[src/rtl/bounded_array_list_defines.svh]
// ----------------------------------------------------------------------------
// Bounded array list: assertion macros
// Shared concurrent assertion forms used by the RTL of the list block.
// ----------------------------------------------------------------------------
`ifndef BOUNDED_ARRAY_LIST_DEFINES_SVH
`define BOUNDED_ARRAY_LIST_DEFINES_SVH

// Same-cycle implication, off while reset is asserted.
`define BAL_ASSERT_IMPL(label, clk, rst_n, ante, cons, msg) \
	label: assert property (@(posedge clk) disable iff (!rst_n) (ante) |-> (cons)) \
		else $error(msg);

// Next-cycle implication, off while reset is asserted.
`define BAL_ASSERT_NEXT(label, clk, rst_n, ante, cons, msg) \
	label: assert property (@(posedge clk) disable iff (!rst_n) (ante) |=> (cons)) \
		else $error(msg);

`endif

[src/rtl/bal_pkg.sv]
// ----------------------------------------------------------------------------
// Bounded array list package
// Widths, request and status codes, and the structs shared by the list RTL.
// ----------------------------------------------------------------------------
package bal_pkg;

	localparam int KIND_W  = 3;
	localparam int POS_W   = 4;
	localparam int WORD_W  = 32;
	localparam int STAT_W  = 2;
	localparam int CNT_W   = 5;
	// Largest count the 5-bit limit register can allow.
	localparam int CNT_MAX = (1 << CNT_W) - 1;
	localparam int DEPTH_DEF = 16;

	localparam logic [CNT_W-1:0]  CAP_RESET = CNT_W'(16);
	localparam logic [WORD_W-1:0] MIN_WORD  = {1'b1, {(WORD_W-1){1'b0}}};

	typedef enum logic [KIND_W-1:0] {
		KIND_INSERT_AT   = 3'd0,
		KIND_APPEND      = 3'd1,
		KIND_REMOVE_AT   = 3'd2,
		KIND_REMOVE_LAST = 3'd3,
		KIND_READ_AT     = 3'd4,
		KIND_CLEAR       = 3'd5
	} kind_t;

	typedef enum logic [STAT_W-1:0] {
		ST_OK     = 2'd0,
		ST_BADIDX = 2'd1,
		ST_FULL   = 2'd2,
		ST_EMPTY  = 2'd3
	} status_t;

	// Broadcast to every cell of the row.
	typedef struct packed {
		logic              ins;
		logic              rem;
		logic [CNT_W-1:0]  idx;
		logic [WORD_W-1:0] value;
	} cell_cmd_t;

	// One result item.
	typedef struct packed {
		status_t            status;
		logic signed [WORD_W-1:0] read_value;
		logic [CNT_W-1:0]   count;
		logic               full;
		logic               empty;
	} result_t;

endpackage

[src/rtl/bal_cell.sv]
// ----------------------------------------------------------------------------
// Bounded array list cell
// One entry of the list; takes a neighbor's word on insert or remove shifts.
// ----------------------------------------------------------------------------
module bal_cell
	import bal_pkg::*;
#(
	parameter int IDX = 0
) (
	input  logic              clk,
	input  cell_cmd_t         cmd,
	input  logic [WORD_W-1:0] left_data,
	input  logic [WORD_W-1:0] right_data,
	output logic [WORD_W-1:0] data_q
);

	localparam logic [CNT_W-1:0] MY_IDX = CNT_W'(IDX);

	logic [WORD_W-1:0] data_d;

	always_comb begin
		data_d = data_q;
		if (cmd.ins) begin
			if (MY_IDX == cmd.idx) begin
				data_d = cmd.value;
			end else if (MY_IDX > cmd.idx) begin
				data_d = left_data;
			end
		end else if (cmd.rem && (MY_IDX >= cmd.idx)) begin
			data_d = right_data;
		end
	end

	always_ff @(posedge clk) begin
		data_q <= data_d;
	end

endmodule

[src/rtl/bal_ctrl.sv]
// ----------------------------------------------------------------------------
// Bounded array list control
// Holds count and limit, decodes requests, drives the cell row, forms results.
// ----------------------------------------------------------------------------
module bal_ctrl
	import bal_pkg::*;
#(
	parameter int DEPTH = DEPTH_DEF
) (
	input  logic              clk,
	input  logic              arst_n,
	input  logic              cfg_we,
	input  logic [CNT_W-1:0]  cfg_data,
	input  logic              accept,
	input  logic [KIND_W-1:0] kind,
	input  logic [POS_W-1:0]  position,
	input  logic [WORD_W-1:0] value,
	input  logic [WORD_W-1:0] rd_data,
	output cell_cmd_t         cmd,
	output result_t           res
);

	localparam int NCELL = (DEPTH < CNT_MAX) ? DEPTH : CNT_MAX;
	localparam logic [CNT_W-1:0] LIM_MAX = CNT_W'(NCELL);

	logic [CNT_W-1:0] cap_q;
	logic [CNT_W-1:0] occ_q;
	logic [CNT_W-1:0] occ_d;
	logic [CNT_W-1:0] lim;
	logic [CNT_W-1:0] pos_ext;
	logic             full_now;

	always_comb begin
		lim = (cap_q == '0) ? CNT_W'(1) : cap_q;
		if (lim > LIM_MAX) begin
			lim = LIM_MAX;
		end
	end

	assign pos_ext  = CNT_W'(position);
	assign full_now = (occ_q >= lim);

	always_comb begin
		cmd            = '0;
		cmd.idx        = pos_ext;
		cmd.value      = value;
		occ_d          = occ_q;
		res.status     = ST_OK;
		res.read_value = '0;
		case (kind_t'(kind))
			KIND_INSERT_AT: begin
				if (pos_ext > occ_q) begin
					res.status = ST_BADIDX;
				end else if (full_now) begin
					res.status = ST_FULL;
				end else begin
					cmd.ins = 1'b1;
					occ_d   = occ_q + CNT_W'(1);
				end
			end
			KIND_APPEND: begin
				if (full_now) begin
					res.status = ST_FULL;
				end else begin
					cmd.ins = 1'b1;
					cmd.idx = occ_q;
					occ_d   = occ_q + CNT_W'(1);
				end
			end
			KIND_REMOVE_AT: begin
				if (occ_q == '0) begin
					res.status = ST_EMPTY;
				end else if (pos_ext >= occ_q) begin
					res.status = ST_BADIDX;
				end else begin
					cmd.rem = 1'b1;
					occ_d   = occ_q - CNT_W'(1);
				end
			end
			KIND_REMOVE_LAST: begin
				if (occ_q == '0) begin
					res.status = ST_EMPTY;
				end else begin
					occ_d = occ_q - CNT_W'(1);
				end
			end
			KIND_READ_AT: begin
				if (pos_ext < occ_q) begin
					res.read_value = rd_data;
				end else begin
					res.status     = ST_BADIDX;
					res.read_value = MIN_WORD;
				end
			end
			KIND_CLEAR: begin
				occ_d = '0;
			end
			default: begin
				res.status = ST_BADIDX;
			end
		endcase
		// Move cells only on a real transfer.
		if (!accept) begin
			cmd.ins = 1'b0;
			cmd.rem = 1'b0;
		end
		res.count = occ_d;
		res.full  = (occ_d >= lim);
		res.empty = (occ_d == '0);
	end

	always_ff @(posedge clk or negedge arst_n) begin
		if (!arst_n) begin
			cap_q <= CAP_RESET;
			occ_q <= '0;
		end else begin
			if (cfg_we) begin
				cap_q <= cfg_data;
			end
			if (accept) begin
				occ_q <= occ_d;
			end
		end
	end

endmodule

[src/rtl/bounded_array_list.sv]
// Result: a request's result is registered and presented in the cycle after its input transfer.
// Throughput: one request per cycle while results are taken; cells from the
// position on shift together; a single output register parts input and output.
// Reset: count 0, capacity limit 16, no result pending; entry contents are
// undefined until written and carry no reset.
// ----------------------------------------------------------------------------
// Bounded array list
// Ordered list of signed 32-bit words with insert, append, remove, read and
// clear, built as a row of shifting cells behind a small control unit.
// ----------------------------------------------------------------------------
`include "bounded_array_list_defines.svh"

module bounded_array_list
	import bal_pkg::*;
#(
	parameter int DEPTH = DEPTH_DEF
) (
	input  logic                     clk,
	input  logic                     arst_n,
	// Configuration write channel: capacity limit
	input  logic                     cfg_valid,
	output logic                     cfg_ready,
	input  logic [CNT_W-1:0]         cfg_data,
	// Request channel
	input  logic                     in_valid,
	output logic                     in_ready,
	input  logic [KIND_W-1:0]        kind,
	input  logic [POS_W-1:0]         position,
	input  logic signed [WORD_W-1:0] value,
	// Result channel
	output logic                     out_valid,
	input  logic                     out_ready,
	output logic [STAT_W-1:0]        status,
	output logic signed [WORD_W-1:0] read_value,
	output logic [CNT_W-1:0]         entry_count,
	output logic                     is_full,
	output logic                     is_empty
);

	// Only the first min(DEPTH, 31) entries are reachable: the limit is 5 bits.
	localparam int NCELL = (DEPTH < CNT_MAX) ? DEPTH : CNT_MAX;
	localparam logic [CNT_W-1:0] LIM_MAX = CNT_W'(NCELL);

	logic              accept;
	cell_cmd_t         cmd;
	result_t           res;
	result_t           res_q;
	logic              out_valid_q;
	logic [WORD_W-1:0] rd_data;
	logic [WORD_W-1:0] cell_data [NCELL];

	// Terms used by the checks at the end of the module.
	logic              clear_xfer;
	logic              res_cleared;
	logic              full_res;
	logic              full_flags;
	logic              cnt_ok;

	// Configuration writes are always taken, unchecked; the user must send them only while the block is idle.
	assign cfg_ready = 1'b1;

	// Take a new request whenever the output register is free or draining.
	assign in_ready = !out_valid_q || out_ready;
	assign accept   = in_valid && in_ready;

	bal_ctrl #(
		.DEPTH (DEPTH)
	) u_ctrl (
		.clk      (clk),
		.arst_n   (arst_n),
		.cfg_we   (cfg_valid && cfg_ready),
		.cfg_data (cfg_data),
		.accept   (accept),
		.kind     (kind),
		.position (position),
		.value    (value),
		.rd_data  (rd_data),
		.cmd      (cmd),
		.res      (res)
	);

	// Row of cells: cell i takes cell i-1 on insert, cell i+1 on remove.
	// The first cell's left input is never selected; the last cell's right
	// input is its own word, so it holds on a remove.
	for (genvar i = 0; i < NCELL; i++) begin : g_cell
		bal_cell #(
			.IDX (i)
		) u_cell (
			.clk        (clk),
			.cmd        (cmd),
			.left_data  ((i == 0) ? cmd.value : cell_data[(i == 0) ? 0 : i-1]),
			.right_data (cell_data[(i == NCELL-1) ? i : i+1]),
			.data_q     (cell_data[i])
		);
	end

	// Read select: one-hot match of the position against each cell index.
	always_comb begin
		rd_data = '0;
		for (int i = 0; i < NCELL; i++) begin
			if (CNT_W'(position) == CNT_W'(i)) begin
				rd_data = rd_data | cell_data[i];
			end
		end
	end

	// Output register: load on a request transfer, drop valid once taken.
	always_ff @(posedge clk or negedge arst_n) begin
		if (!arst_n) begin
			out_valid_q <= 1'b0;
		end else if (accept) begin
			out_valid_q <= 1'b1;
		end else if (out_ready) begin
			out_valid_q <= 1'b0;
		end
	end

	always_ff @(posedge clk) begin
		if (accept) begin
			res_q <= res;
		end
	end

	assign out_valid   = out_valid_q;
	assign status      = res_q.status;
	assign read_value  = res_q.read_value;
	assign entry_count = res_q.count;
	assign is_full     = res_q.full;
	assign is_empty    = res_q.empty;

	assign clear_xfer  = accept && (kind_t'(kind) == KIND_CLEAR);
	assign res_cleared = out_valid && (entry_count == '0) && is_empty;
	assign full_res    = out_valid && (status == ST_FULL);
	assign full_flags  = is_full && !is_empty;
	assign cnt_ok      = (entry_count <= LIM_MAX) && (is_empty == (entry_count == '0));

	`BAL_ASSERT_NEXT(a_clear_empties, clk, arst_n, clear_xfer, res_cleared, "clear kept entries")
	`BAL_ASSERT_IMPL(a_full_status_flag, clk, arst_n, full_res, full_flags, "full flag low")
	`BAL_ASSERT_IMPL(a_count_bound, clk, arst_n, out_valid, cnt_ok, "entry count out of range")

endmodule

[config.mk]
export PLATFORM = sky130hd
export DESIGN_NAME = bounded_array_list
export DESIGN_NICKNAME = d
export VERILOG_FILES = /design/src/rtl/bal_pkg.sv /design/src/rtl/bal_cell.sv /design/src/rtl/bal_ctrl.sv /design/src/rtl/bounded_array_list.sv
export VERILOG_INCLUDE_DIRS = /design/src /design/src/rtl
export SDC_FILE = /design/constraint.sdc
export NUM_CORES = 2
export LEC_CHECK = 0
export ABC_AREA = 0
export BUFFER_PORTS_ARGS = -buffer_cell sky130_fd_sc_hd__buf_2
export CAP_MARGIN = 20
export CORE_MARGIN = 2
export CORE_UTILIZATION = 38
export CTS_CLUSTER_SIZE = 25
export DETAILED_ROUTE_END_ITERATION = 8
export PLACE_DENSITY = 0.62
export SLEW_MARGIN = 20
export SYNTH_ARGS = -nofsm -noshare
export SYNTH_HDL_FRONTEND = slang
export SYNTH_SLANG_ARGS = --single-unit
[constraint.sdc]
create_clock -name clk -period 15.1 [get_ports clk]
set_clock_uncertainty 0.1 [all_clocks]
set_input_delay 1.51 -clock clk [delete_from_list [all_inputs] [get_ports clk]]
set_output_delay 1.51 -clock clk [all_outputs]
set_load 0.02 [all_outputs]
==> metrics.md <==
| Metric | Value |
|---|---|
| Synth Register Bits | 564 |
| Vias in the first global route | 25440 |
| Clk slew on worst S/H paths | 70 ps |
| Detailed placer's ending HPWL | 61.00 mm |
| Routed wire length | 117.9 mm |
| Die area | 0.08400 sq mm |
| Initial core utilization | 0.3848 |
| Pin count of the biggest net entering global routing | 149 |
| LEAKAGE | 11.25 nW |
| VDD IR max | 0.08869 mV |
| 1st-pass router iterations | 6 |
| Final setup viols | 0 |
| Area Growth Syn to Fin | 10.74% |
| Latest clock arrival within the worst-skew pair | 650 ps |
| Drt initial violations | 3710 |
| Final min period | 5417 ps |
| R2R cell count | 11 |
| Hold WS | 410.3 ps |
| Max Buffers Root-to-Sink | 3 |
| Antenna violations before repair | 5 |
| CP bufs+invs | 3 |
| Share of layout cells above drive strength 1 | 0.1491 |
| Slowest-stage cell, CP | buf_4 |
| Nets | 2992 |
| Worst hold path class | reg -> reg |
| Tcrit/Tclk final | 0.3587 |
| Critical path class | reg -> reg |
| Avg Inst Size Synth | 10.33 sq um |
| Critical path fanouts, max | 105 |
| Global-route wire length before repair | 172.6 mm |
| Post-CTS Setup Bufs | 0 |
| CTS Hold Buffers Added | 0 |
| Largest stage delay on the critical path | 880 ps |
| Total GRT Usage | 0.2722 |
| Clock Tree Root | clkbuf_16 |
| Number of I/O port buffers | 91 |
| Global route total overflow | 0 |
| Hold-critical path depth | 1 |
| Max-cap violations | 0 |
| Gate Count Post-Synth | 3005 |
| Critical path's top delay family | buffers and inverters |
| Core Area | 0.08068 sq mm |
| CTS tree | built |
| CTS resizes | 0 |
| Achievable frequency | 184.6 MHz |
| Seq. cell area | 0.01688 sq mm |
| Post-synth EDFFs | 553 |
| WP data required | 15480 ps |
| Critical Path Start | u_ctrl.occ_q[2] |
| Crit path DAT | 5800 ps |
| CP startpoint kind | flip-flop |
| Fraction of registers with async set/reset | 0.01950 |
| Num Clock Sinks | 564 |
| Footprint of the multi-input gates | 0.01311 sq mm |
| Crit-path cells | clkinv_1 -> ha_1 -> and3b_1 -> a31oi_4 -> o21ai_4 -> and3_1 -> nand2_4 -> buf_4 -> buf_6 -> nand2_1 -> o211ai_1 |
| Ys flop type | edfxtp_1 |
| Slew at the pin with the worst max-slew slack | 1146 ps |
| Num CTS Buffers | 61 |
| Post-synthesis cell area | 0.03105 sq mm |
| Site Rows | 104 |
| Final Slew Violations | 0 |
| Crit. End Element | flip-flop |
| Setup TNS | 0 ps |
| Routed vias | 26840 |
| FILL cells | 7637 |
| RSZ-0062 raised after global routing | no |
| Avg WL per Cell | 29.18 um |
| Reg2Reg Launch Point | u_ctrl.occ_q[2] |
| Mapped Nets | 3070 |
| Die height | 289.8 um |
| Sequential fraction of the synthesis area | 0.5438 |
| Post-route DRC | 0 |
| Normalized max-slew margin | 0.2363 |
| H-Tree Depth | 2 |
| Syn. warnings | 0 |
| Num ports | 93 |
| R2R setup slack | 9680 ps |
| Die W | 289.8 um |
| Library cells used by synthesis | 61 |
| Crit path depth | 11 |
| Fin. Hold Viols | 0 |
| Run status | completed |
| Vias/cell | 6.641 |
| Routability cong. | 0.8313 |
| Routed Antenna Nets | 0 |
| Hold Crit Start | u_ctrl.cap_q[0] |
| P per Cell Area | 114.2 mW/mm^2 |
| Pwr Total | 3.925 mW |
==> report_power, final <==
part / leakage (nW) / total [mW] / internal (mW) / switching, mW
Sequential: 5.16 / 1.85 / 1.80 / 0.0532
Clock: 0.970 / 1.54 / 0.875 / 0.669
Combinational: 5.11 / 0.531 / 0.152 / 0.378
Total: 11.2 / 3.93 / 2.82 / 1.10
==> per-layer routing <==
layer | GRT usage | wire length, um
met5 | 0 | 26
met1 | 0.3647 | 44570
met4 | 0.1221 | 6130
met3 | 0.05775 | 14260
met2 | 0.4247 | 52920
==> final cells by class <==
| class | count | share of cell area |
|---|---|---|
| diodes | 3 | 0.0002184 |
| multi-input cells | 2131 | 0.3814 |
| inverters | 12 | 0.001310 |
| well taps | 1060 | 0.03858 |
| repair buffers | 157 | 0.02955 |
| clock inverters | 41 | 0.01212 |
| clock buffers | 73 | 0.04571 |
| flip-flops and latches | 564 | 0.4911 |
==> registers in the layout (all words and copies together), names as in the netlist <==
register,flops
entry_count,5
out_valid,1
status,2
u_ctrl.occ_q,5
u_ctrl.cap_q,5
g_cell.u_cell.data_q,512
is_empty,1
read_value,32
is_full,1
==> final timing paths <==
path / end
min in group asynchronous: u_ctrl.occ_q[1]
worst max-delay path: g_cell[13].u_cell.data_q[16]
worst min-delay path: u_ctrl.cap_q[0]
max in group asynchronous: u_ctrl.cap_q[4]
worst min register to register: u_ctrl.cap_q[0]
worst max register to register: g_cell[13].u_cell.data_q[16]
==> logic make-up after synthesis <==
family / synth area share
and+or+nand+nor: 0.1635
AOI/OAI and AO/OA: 0.2248
DFF: 0.5438
buffers and inverters: 0.04723
muxes: 0.01378
adders and majority gates: 0.006448
other: 0.0001208
xor gates and xnor gates: 0.0002822
==> Yosys cell counts (all sizes together), types with 2 or more instances <==
cell    instances  share of area
nor4           14         0.0028
and3           32         0.0064
buf           163          0.029
o31ai           2        0.00081
a22o           95          0.027
ha             16         0.0064
nor3b           2        0.00048
a22oi          68          0.016
o21a            3        0.00077
clkbuf        135          0.016
inv            10         0.0012
edfxtp        553           0.53
or3             3        0.00060
nand3         362          0.059
mux2           38          0.014
a21oi         218          0.036
a31oi          41         0.0087
nand2b         11         0.0022
nand4           3        0.00060
nor2          138          0.017
o211a           2        0.00064
clkinv          2        0.00024
o211ai        353           0.10
and2            3        0.00060
nor2b           4        0.00081
a21o            4        0.00097
a311oi          4         0.0011
nor3           11         0.0018
a221oi         94          0.027
a211oi          4        0.00097
o21ai          16         0.0029
nand2         574          0.070
o31a            2        0.00056
or2             3        0.00060
dfrtp          10         0.0081
==> worst register-to-register path: stages (launching register included) <==
cell and delay, ps:
dfrtp_1 710, clkinv_1 480, ha_1 440, and3b_1 250, a31oi_4 240, o21ai_4 130, and3_1 230, nand2_4 560
buf_4 960, buf_6 820, nand2_1 210, o211ai_1 120
==> per-stage QoR <==
step,setup WS [ps],instance area [sq um],std cells,utilization
after floorplan,8158,31050,3005,-
after global placement,9131,32340,3922,0.4009
after detailed placement,9085,32380,3924,0.4013
after CTS,9574,34370,4038,0.4260
after global routing,9424,34380,4041,0.4261
final,9683,34380,4041,0.4261
==> placed cells by master (no fill, tap or decap), drive strengths merged, types with 12 or more instances in the layout <==
| master | instances |
|---|---|
| nand2 | 574 |
| edfxtp | 553 |
| nand3 | 362 |
| o211ai | 353 |
| a21oi | 218 |
| buf | 157 |
| nor2 | 138 |
| a22o | 95 |
| a221oi | 94 |
| clkbuf | 73 |
| a22oi | 68 |
| a31oi | 41 |
| mux2 | 38 |
| and3 | 32 |
| clkinv | 31 |
| ha | 16 |
| o21ai | 16 |
| nor4 | 14 |
| inv | 12 |
No activity file was read; power rests on OpenSTA's default activity.
